File: src/rtl/mfb_res_store.sv
// ----------------------------------------------------------------------------
// mfb_res_store
// Residual matrix memory, single port, registered read.
// ----------------------------------------------------------------------------
module mfb_res_store #(
  parameter int DEPTH = 256,
  parameter int AW    = 8,
  parameter int DW    = 17
) (
  input  logic          clk,
  input  logic          we,
  input  logic [AW-1:0] addr,
  input  logic [DW-1:0] wdata,
  output logic [DW-1:0] rdata
);

  logic [DW-1:0] mem [DEPTH];

  // read or write one entry per cycle
  always_ff @(posedge clk) begin
    if (we) begin
      mem[addr] <= wdata;
    end
    rdata <= mem[addr];
  end

endmodule
File: config.mk
export PLATFORM = sky130hd
export DESIGN_NAME = mfb_res_store
export DESIGN_NICKNAME = d
export VERILOG_FILES = /design/src/rtl/mfb_res_store.sv
export SDC_FILE = /design/constraint.sdc
export NUM_CORES = 2
export LEC_CHECK = 0
export BUFFER_PORTS_ARGS = -buffer_cell sky130_fd_sc_hd__clkbuf_2
export CORE_MARGIN = 10
export CORE_UTILIZATION = 30
export CTS_BUF_LIST = sky130_fd_sc_hd__clkbuf_8
export CTS_CLUSTER_DIAMETER = 50
export DETAILED_ROUTE_END_ITERATION = 7
export PLACE_DENSITY = 0.41
export SLEW_MARGIN = 20
export SYNTH_ARGS = -nofsm -noshare
export SYNTH_HDL_FRONTEND = slang
export SYNTH_MEMORY_MAX_BITS = 65536
export SYNTH_SLANG_ARGS = --single-unit
export TNS_END_PERCENT = 5
File: constraint.sdc
create_clock -name clk -period 6 [get_ports clk]
set_input_delay 1.2 -clock clk [delete_from_list [all_inputs] [get_ports clk]]
set_output_delay 1.2 -clock clk [all_outputs]
set_load 0.005 [all_outputs]
==> flow_summary_export.csv <==
group,metric,value,unit
clock_tree,clock_tree.root_cell,"clkbuf_8",
status,status,"complete, no violations",
yosys,syn_inst,7127,
timing,setup_ws,1.89,ns
setup_path,reg2reg_slack,2.76,ns
clock_tree,clkSinkCount,4369,
setup_path,cp-end-kind,"flop",
finish,syn_to_final_growth,16.5,%
setup_path,worstReg2RegEnd,"rdata[6]",
setup_path,r2r-start,"mem[187][6]",
setup_path,cp_max_fo,34,
power_and_ir_drop,p_leak,59.2,nW
worst_hold_path,min_path_type,"primary input to flop",
yosys,synth_nets,7154,
timing,rsz0062_at_grt,"false",
routing,vias_per_cell,5.06,
routing,routed_wl,510000,um
routing,wl_met1,223000,um
floorplanning,die_h,761,um
yosys,syn_area_per_cell,23.1,um2
routing,drt_first_pass_iters,5,
clock_tree,clk_latency,1.28,ns
finish,final_common_cell,"edfxtp_1",
placed_design,dp.final_hpwl,297000,um
worst_hold_path,min_from,"wdata[7]",
floorplanning,die_x,761,um
power_and_ir_drop,ir_worst_vdd,0.248,mV
timing,hold_violations,0,
yosys,syn_area,165000,um2
clock_tree,cts_resized,0,
timing,maxSlewViolCount,0,
clock_tree,cts_tree,"yes",
setup_path,cp-start-kind,"primary input",
job,drv_cap,0,
global_route,antenna_found_initial,37,
timing,setup_viol_count_final,0,
routing,drc,0,
timing,fmax,243,MHz
placed_design,gp_congestion,0.762,
global_route,grt_pass1_vias,84300,
clock_tree,numCtsBuffers,753,
worst_hold_path,worstHoldEndpoint,"mem[51][7]",
placed_design,port_buffers,43,
routing,drt_iter0_drc,8040,
routing,routedWlPerCell,32.1,um
timing,slew-limit-headroom,19.5,%
floorplanning,start_util,30.1,%
timing,skew,0.0772,ns
clock_tree,cts_hold_buf,0,
routing,top_layer,"met5",
global_route,grt_pass1_wl,705000,um
placed_design,place_ws,0.658,ns
routing,vias,80300,
timing,period_share,68.5,%
setup_path,required,7.04,ns
routing,met2_wirelength,248000,um
power_and_ir_drop,power,61.5,mW
setup_path,r2r_cells,6,
yosys,synth_cell_type_count,22,
setup_path,path_class,"primary input to flop",
routing,ant_nets,0,
timing,fin_crit,4.11,ns
worst_hold_path,holdPathStages,1,
clock_tree,post_cts_buffers,0,
floorplanning,pin_count,44,
global_route,gr-total-overflow,0,
power_and_ir_drop,p_per_area,320,nW/um2
clock_tree,cts.reportedPaths.clkPinSlew,0.06,ns
yosys,yosysSeqAreaShare,79.5,%
floorplanning,rows,272,
finish,final_cell_mix,"4352 x edfxtp_1, 1088 x mux4_2, 763 x clkbuf_8",
finish,nNetsFinal,8041,
setup_path,cp.arrival,5.15,ns
routing,wl_met3,30000,um
yosys,synth_seq_cells,4369,
timing,worst_pin_slew,1.21,ns
floorplanning,coreArea,548000,um2
global_route,grt_max_degree,146,
yosys,ys_warn_count,0,
finish,fillerInstances,50900,
clock_tree,cts.path.max_buffers,4,
floorplanning,dieArea,580000,um2
finish,drive_gt1_share,32.9,%
clock_tree,htreeDepth,6,
global_route,gr-usage-all-layers,17.1,%
==> how the worst max path moves through the flow <==
| stage | start | end | slack (ns) | cells past startpoint |
|---|---|---|---|---|
| after floorplan | addr[1] | mem[146][0] | 2.07 | 7 |
| after global placement | addr[0] | rdata[4] | -0.36 | 8 |
| after detailed placement | addr[0] | rdata[6] | 0.66 | 8 |
| after CTS | addr[0] | rdata[6] | 2.12 | 8 |
| after global routing | addr[0] | rdata[6] | 1.92 | 8 |
| final | addr[0] | rdata[6] | 1.89 | 8 |
==> where the power goes <==
group	internal, mW	switching, mW
sequential	33.7	0.0646
combinational	1.01	2.11
clock	12.3	12.4
total	46.9	14.6
==> flip-flops by register name (all words and copies together) (netlist names) <==
| name | cells |
|---|---|
| rdata | 17 |
| mem | 4352 |
==> cell type report <==
cell class | count | area (um2) | share of cell area, %
diodes | 18 | 45.0 | 0.0235
clock buffers | 763 | 10500 | 5.47
clock inverters | 582 | 2930 | 1.53
inverters | 1 | 3.75 | 0.00195
multi-input cells | 2311 | 33200 | 17.3
flip-flops and latches | 4369 | 131000 | 68.2
well taps | 7261 | 9080 | 4.73
repair buffers | 578 | 5280 | 2.75
==> cells in the mapped netlist <==
cell type  instances  area [um2]
nand4_1           17         106
o41ai_1           68         596
nand2b_1           6        37.5
a22oi_1          544        4080
buf_4             21         158
nor3_1            30         150
nand2_1           28         105
buf_1             53         199
nor2_1           232         871
and2_1             3        18.8
nand3_1           13        65.1
or3_1              1        6.26
clkbuf_1         269        1010
dfxtp_1           17         340
edfxtp_1        4352      131000
or2_2              2        12.5
buf_2             99         495
a21oi_1          272        1360
mux4_2          1088       24500
inv_1              1        3.75
buf_6              4        45.0
nor2b_1            7        43.8
==> critical path: stages <==
cell and delay (ns):
buf_12 0.37, buf_12 0.33, buf_4 0.34, mux4_2 0.56
a22oi_1 0.36, a21oi_1 0.38, o41ai_2 1.05, nand4_1 0.38
==> cells by family (layout without fill, tap and decap cells) <==
logic type	after synthesis	count (layout)	synth area share (%)
AOI/OAI and AO/OA	884	884	3.66
buffers and inverters	447	1924	1.16
and+or+nand+nor	339	339	0.859
muxes	1088	1088	14.9
DFF	4369	4369	79.5
other	0	18	0
==> routing by layer <==
metal	vias up	track usage, %
li1	32700	-
met1	44400	23.8
met2	2531	28.2
met3	648	3.00
met4	2	3.70
met5	-	0
==> through the flow <==
step	hold slack, ns	setup TNS (ns)	utilization (%)	instances	cell area, um2
finish	0.352	0	35.0	15900	192000
detailed placement	1.06	0	32.6	14500	179000
global placement	1.06	-0.360	32.5	14500	178000
CTS	0.191	0	35.0	15900	192000
global route	0.281	0	35.0	15900	192000
floorplan	0.819	0	-	7127	165000
(Power assumes the default switching activity.)
