File: config.mk
export PLATFORM = sky130hd
export DESIGN_NAME = mfb_cap_store
export DESIGN_NICKNAME = d
export VERILOG_FILES = /design/src/rtl/mfb_cap_store.sv
export SDC_FILE = /design/constraint.sdc
export NUM_CORES = 2
export LEC_CHECK = 0
export BUFFER_PORTS_ARGS = -buffer_cell sky130_fd_sc_hd__buf_2
export CELL_PAD_IN_SITES_DETAIL_PLACEMENT = 1
export CELL_PAD_IN_SITES_GLOBAL_PLACEMENT = 2
export CORE_MARGIN = 3
export CORE_UTILIZATION = 40
export CTS_CLUSTER_DIAMETER = 100
export CTS_CLUSTER_SIZE = 40
export DETAILED_ROUTE_END_ITERATION = 16
export PLACE_DENSITY_LB_ADDON = 0.1
export SETUP_SLACK_MARGIN = 0.3
export SLEW_MARGIN = 20
export SYNTH_ARGS = -nofsm -noshare
export SYNTH_HDL_FRONTEND = slang
export SYNTH_SLANG_ARGS = --single-unit
export TNS_END_PERCENT = 50
File: constraint.sdc
create_clock -name clk -period 3.8 [get_ports clk]
set_input_delay 1.14 -clock clk [delete_from_list [all_inputs] [get_ports clk]]
set_output_delay 1.14 -clock clk [all_outputs]
set_load 0.05 [all_outputs]
File: src/rtl/mfb_cap_store.sv
// ----------------------------------------------------------------------------
// mfb_cap_store
// Capacity matrix memory with per-entry valid bits; an entry never written
// since the last clear reads as zero.
// ----------------------------------------------------------------------------
module mfb_cap_store #(
  parameter int DEPTH = 256,
  parameter int AW    = 8,
  parameter int DW    = 16
) (
  input  logic          clk,
  input  logic          rst,
  input  logic          clear,
  input  logic          wr_en,
  input  logic [AW-1:0] wr_addr,
  input  logic [DW-1:0] wr_data,
  input  logic [AW-1:0] rd_addr,
  output logic [DW-1:0] rd_data
);

  logic [DW-1:0]    mem [DEPTH];
  logic [DEPTH-1:0] valid;
  logic [DW-1:0]    rd_q;
  logic             rd_valid;

  // storage array, registered read
  always_ff @(posedge clk) begin
    if (wr_en) begin
      mem[wr_addr] <= wr_data;
    end
    rd_q <= mem[rd_addr];
  end

  // valid bits, cleared at once
  always_ff @(posedge clk) begin
    if (rst || clear) begin
      valid    <= '0;
      rd_valid <= 1'b0;
    end else begin
      if (wr_en) begin
        valid[wr_addr] <= 1'b1;
      end
      rd_valid <= valid[rd_addr];
    end
  end

  assign rd_data = rd_valid ? rd_q : '0;

endmodule

==> summary.md <==
| Metric | Value |
|---|---|
| Hold Path Class | `flip-flop to flip-flop` |
| CTS sink count | `4,369` |
| Fmax | `282 MHz` |
| Gpl congestion | `0.847` |
| Nets | `8,264` |
| DRC viols | `0` |
| Crit path launch | `rd_addr[5]` |
| Startpoint types | `input port` |
| Worst reg2reg path endpoint | `rd_q[5]` |
| Count of input and output buffers | `51` |
| Largest net degree at the start of global routing | `116` |
| Die area | `425,000 sq um` |
| Synth area leaders | `edfxtp_1 (74%), mux4_2 (16%), dfxtp_1 (3.3%)` |
| Worst VDD drop | `0.529 mV` |
| Initial DRC Count | `9,527` |
| Syn nets | `7,432` |
| TritonCTS Buffers | `151` |
| Initial antenna violation count | `42` |
| Util after Layout | `0.457` |
| Crit Path Max Fanout | `4` |
| Multiplexer share of the synthesized area | `0.178` |
| Post-synth top area cell | `edfxtp_1` |
| Syn Area/Cell | `22.6 sq um` |
| Fin crit share | `0.934` |
| Postcts setup bufs | `0` |
| Setup TNS | `0 ns` |
| Synthesized area | `167,000 sq um` |
| Synth Area in Compound Gates | `0.0231` |
| Largest family of logic cells by synthesized area | `multiplexers` |
| DR WL/cell | `36.7 um` |
| Static leakage | `59.2 nW` |
| RSZ-0062 raised after global routing | `yes` |
| Vias in the first global route | `83,400` |
| CTS tree | `yes` |
| Reg2reg path depth | `8` |
| Routed vias/inst | `5.83` |
| Post-Synthesis Cells | `7,396` |
| Power Total | `82.4 mW` |
| Post-layout min period | `3.55 ns` |
| Syn-to-layout area delta | `13.4%` |
| Critical Path End | `rd_q[5]` |
| Endpoints failing setup | `0` |
| Starting density of the core | `0.403` |
| Antenna Nets Post-Route | `0` |
| Yosys synthesis warning count | `0` |
| Seq cells post-synth | `4,369` |
| Setup crit end kind | `flip-flop` |
| Setup Skew | `0.0794 ns` |
| Final hold violations | `0` |
| Core footprint | `414,000 sq um` |
| Clock latency on the worst-skew pair | `0.97 ns` |
| Status | `completed` |
| Worst Tran Pin Value | `1.24 ns` |
| EDFF count, synth | `4,096` |
| Register area share after synthesis | `0.770` |
| XOR/XNOR Fraction of Synth Area | `0` |
| Fillers | `37,200` |
| R2R Path Start | `mem[208][5]` |
| Power Density | `435 nW/um^2` |
| CTS Buffer Depth | `4` |
| Kind of critical path | `input port to flip-flop` |
| Routed wire length | `508 mm` |
| Area fraction of the dominant cell type after synthesis | `0.737` |
| Worst path arrival time | `4.47 ns` |
| Async SR Flop Fraction | `0` |
| Pre-Repair DR Iteration Count | `6` |
| Chip height | `652 um` |
| Synth unique cells | `52` |
| Fin. max-slew vios | `0` |
| Simple-gate share of the synthesized area | `0.0151` |
| Adder-cell share of the synthesized area | `0` |
| Share of cells above drive strength 1 | `0.333` |
| Relative slew slack | `0.170` |
| H-tree level count | `4` |
| GRT overflow | `0` |
| Synth Flop Type | `edfxtp_1` |
| DP Wirelength | `328 mm` |
| CTS root buf | `clkbuf_16` |
| Total track usage | `0.237` |
| Flop-to-flop setup slack | `1.00 ns` |
| Io pins | `52` |
| First-pass GRT wire length | `701 mm` |
| Row cnt | `236` |
| Crit path required time | `4.72 ns` |
| Via count | `80,700` |
| Die W | `652 um` |
| Clk slew on worst S/H paths | `0.14 ns` |
| Finished Cell Area | `189,000 sq um` |
| Dpl ws | `-1.26 ns` |
| Dpl cell area | `184,000 sq um` |
| Setup ws final | `0.252 ns` |
| Max cap viols | `0` |
## routing by layer
layer  vias up  track usage  part of all wire
met4         0       0.0558             0.026
met3       397       0.0252             0.049
met2      2178        0.400              0.50
met1     45400        0.334              0.43
li1      32700            -                 -
met5         -            0                 0
## state kept, by name, indices dropped and copies added, names as in the netlist
signal,cells
mem,4096
rd_q,16
rd_valid,1
valid,256
## power breakdown
| group | total (mW) | internal (mW) | leakage [nW] | switching (mW) |
|---|---|---|---|---|
| Combinational | 5.57 | 2.20 | 17.7 | 3.36 |
| Sequential | 52.7 | 52.6 | 39.0 | 0.0881 |
| Clock | 24.1 | 8.66 | 2.50 | 15.4 |
## placed cells by master, fill, tap and decap left out, types with 5 or more instances in the layout
| cell type | n |
|---|---|
| a21oi_1 | 29 |
| a22oi_1 | 105 |
| a31oi_1 | 16 |
| a32oi_1 | 21 |
| and2_1 | 15 |
| and3_1 | 10 |
| buf_12 | 287 |
| buf_2 | 30 |
| buf_4 | 765 |
| buf_8 | 19 |
| bufinv_16 | 6 |
| clkbuf_1 | 17 |
| clkbuf_16 | 157 |
| clkinv_2 | 6 |
| clkinv_4 | 5 |
| clkinv_8 | 12 |
| clkinvlp_4 | 9 |
| dfxtp_1 | 272 |
| diode_2 | 27 |
| edfxtp_1 | 4096 |
| inv_12 | 5 |
| inv_16 | 6 |
| inv_6 | 19 |
| inv_8 | 15 |
| mux2i_1 | 311 |
| mux4_2 | 1181 |
| nand2_1 | 97 |
| nand3_1 | 25 |
| nand3_2 | 9 |
| nand4_1 | 39 |
| nor2_1 | 127 |
| nor2_2 | 217 |
| nor2b_1 | 11 |
| nor3_1 | 7 |
| o211a_1 | 14 |
| o21a_1 | 240 |
| o21ai_0 | 6 |
| o21ai_1 | 5 |
| o221ai_1 | 26 |
| o22ai_1 | 41 |
## cells in the mapped netlist (2+ instances only)
| master | n |
|---|---|
| a21oi_1 | 29 |
| a22oi_1 | 107 |
| a31oi_1 | 16 |
| a32oi_1 | 21 |
| and2_1 | 17 |
| and3_1 | 10 |
| buf_1 | 47 |
| buf_12 | 4 |
| buf_2 | 89 |
| buf_4 | 63 |
| buf_6 | 28 |
| buf_8 | 5 |
| clkbuf_1 | 186 |
| dfxtp_1 | 273 |
| edfxtp_1 | 4096 |
| inv_1 | 2 |
| inv_2 | 3 |
| mux2_2 | 3 |
| mux2i_1 | 311 |
| mux4_2 | 1181 |
| nand2_1 | 97 |
| nand2b_1 | 3 |
| nand3_1 | 34 |
| nand3b_1 | 2 |
| nand4_1 | 39 |
| nand4b_1 | 2 |
| nor2_1 | 346 |
| nor2b_1 | 11 |
| nor3_1 | 9 |
| nor3b_1 | 3 |
| nor4_1 | 3 |
| o211a_1 | 14 |
| o211ai_1 | 2 |
| o21a_1 | 240 |
| o21ai_0 | 6 |
| o21ai_1 | 5 |
| o221ai_1 | 27 |
| o221ai_2 | 2 |
| o22ai_1 | 41 |
| o31a_1 | 2 |
| or2_2 | 4 |
| or4_1 | 3 |
## final cells by class
class                   instances  area (sq um)  share of cell area
flip-flops and latches       4369        128000               0.679
multi-input cells            2600         36800               0.194
repair buffers               1101         11900              0.0630
well taps                    5474          6850              0.0362
clock buffers                 176          4020              0.0212
clock inverters                88          1170             0.00618
diodes                         27          67.6            0.000357
inverters                       5          26.3            0.000139
## worst min path at each step
stage | from | to | slack (ns) | cells after the start
floorplan | valid[163] | valid[163] | 0.44 | 1
CTS | wr_data[10] | mem[158][10] | 0.48 | 1
finish | valid[56] | valid[56] | 0.48 | 1
global route | valid[48] | valid[48] | 0.50 | 1
global placement | valid[221] | valid[221] | 0.44 | 1
detailed placement | valid[144] | valid[144] | 0.45 | 1
## cells by family after synthesis
| group | Yosys count |
|---|---|
| multiplexers | 1495 |
| buffers and inverters | 427 |
| flip-flops | 4369 |
| AND/OR/NAND/NOR | 585 |
| AO/OA/AOI/OAI | 520 |
## worst max-delay path, cell delays in order
cell and delay (ns):
buf_2 0.20, buf_4 0.18, nand3b_1 0.21, or2_2 0.25, nor2_1 0.19, buf_4 0.21
a32oi_1 0.46, nand4_1 0.28, buf_12 0.21, nor2_1 0.70, buf_4 0.26, o211a_1 0.14
## through the flow
stage	instances	hold slack, ns
2_1_floorplan	7396	0.435
3_3_place_gp	13500	0.441
3_5_place_dp	13500	0.452
4_1_cts	13800	0.477
5_1_grt	13800	0.496
6_report	13800	0.478
## what timing repair did
| action | 4_1_cts | 5_1_grt |
|---|---|---|
| pin swaps | 3 | 0 |
| hold buffers | 0 | 0 |
| gates resized for setup | 6 | 3 |
| hold endpoints to repair | 0 | 0 |
| endpoints found under the setup margin | 5 | 5 |
No activity file was read; power rests on OpenSTA's default activity.
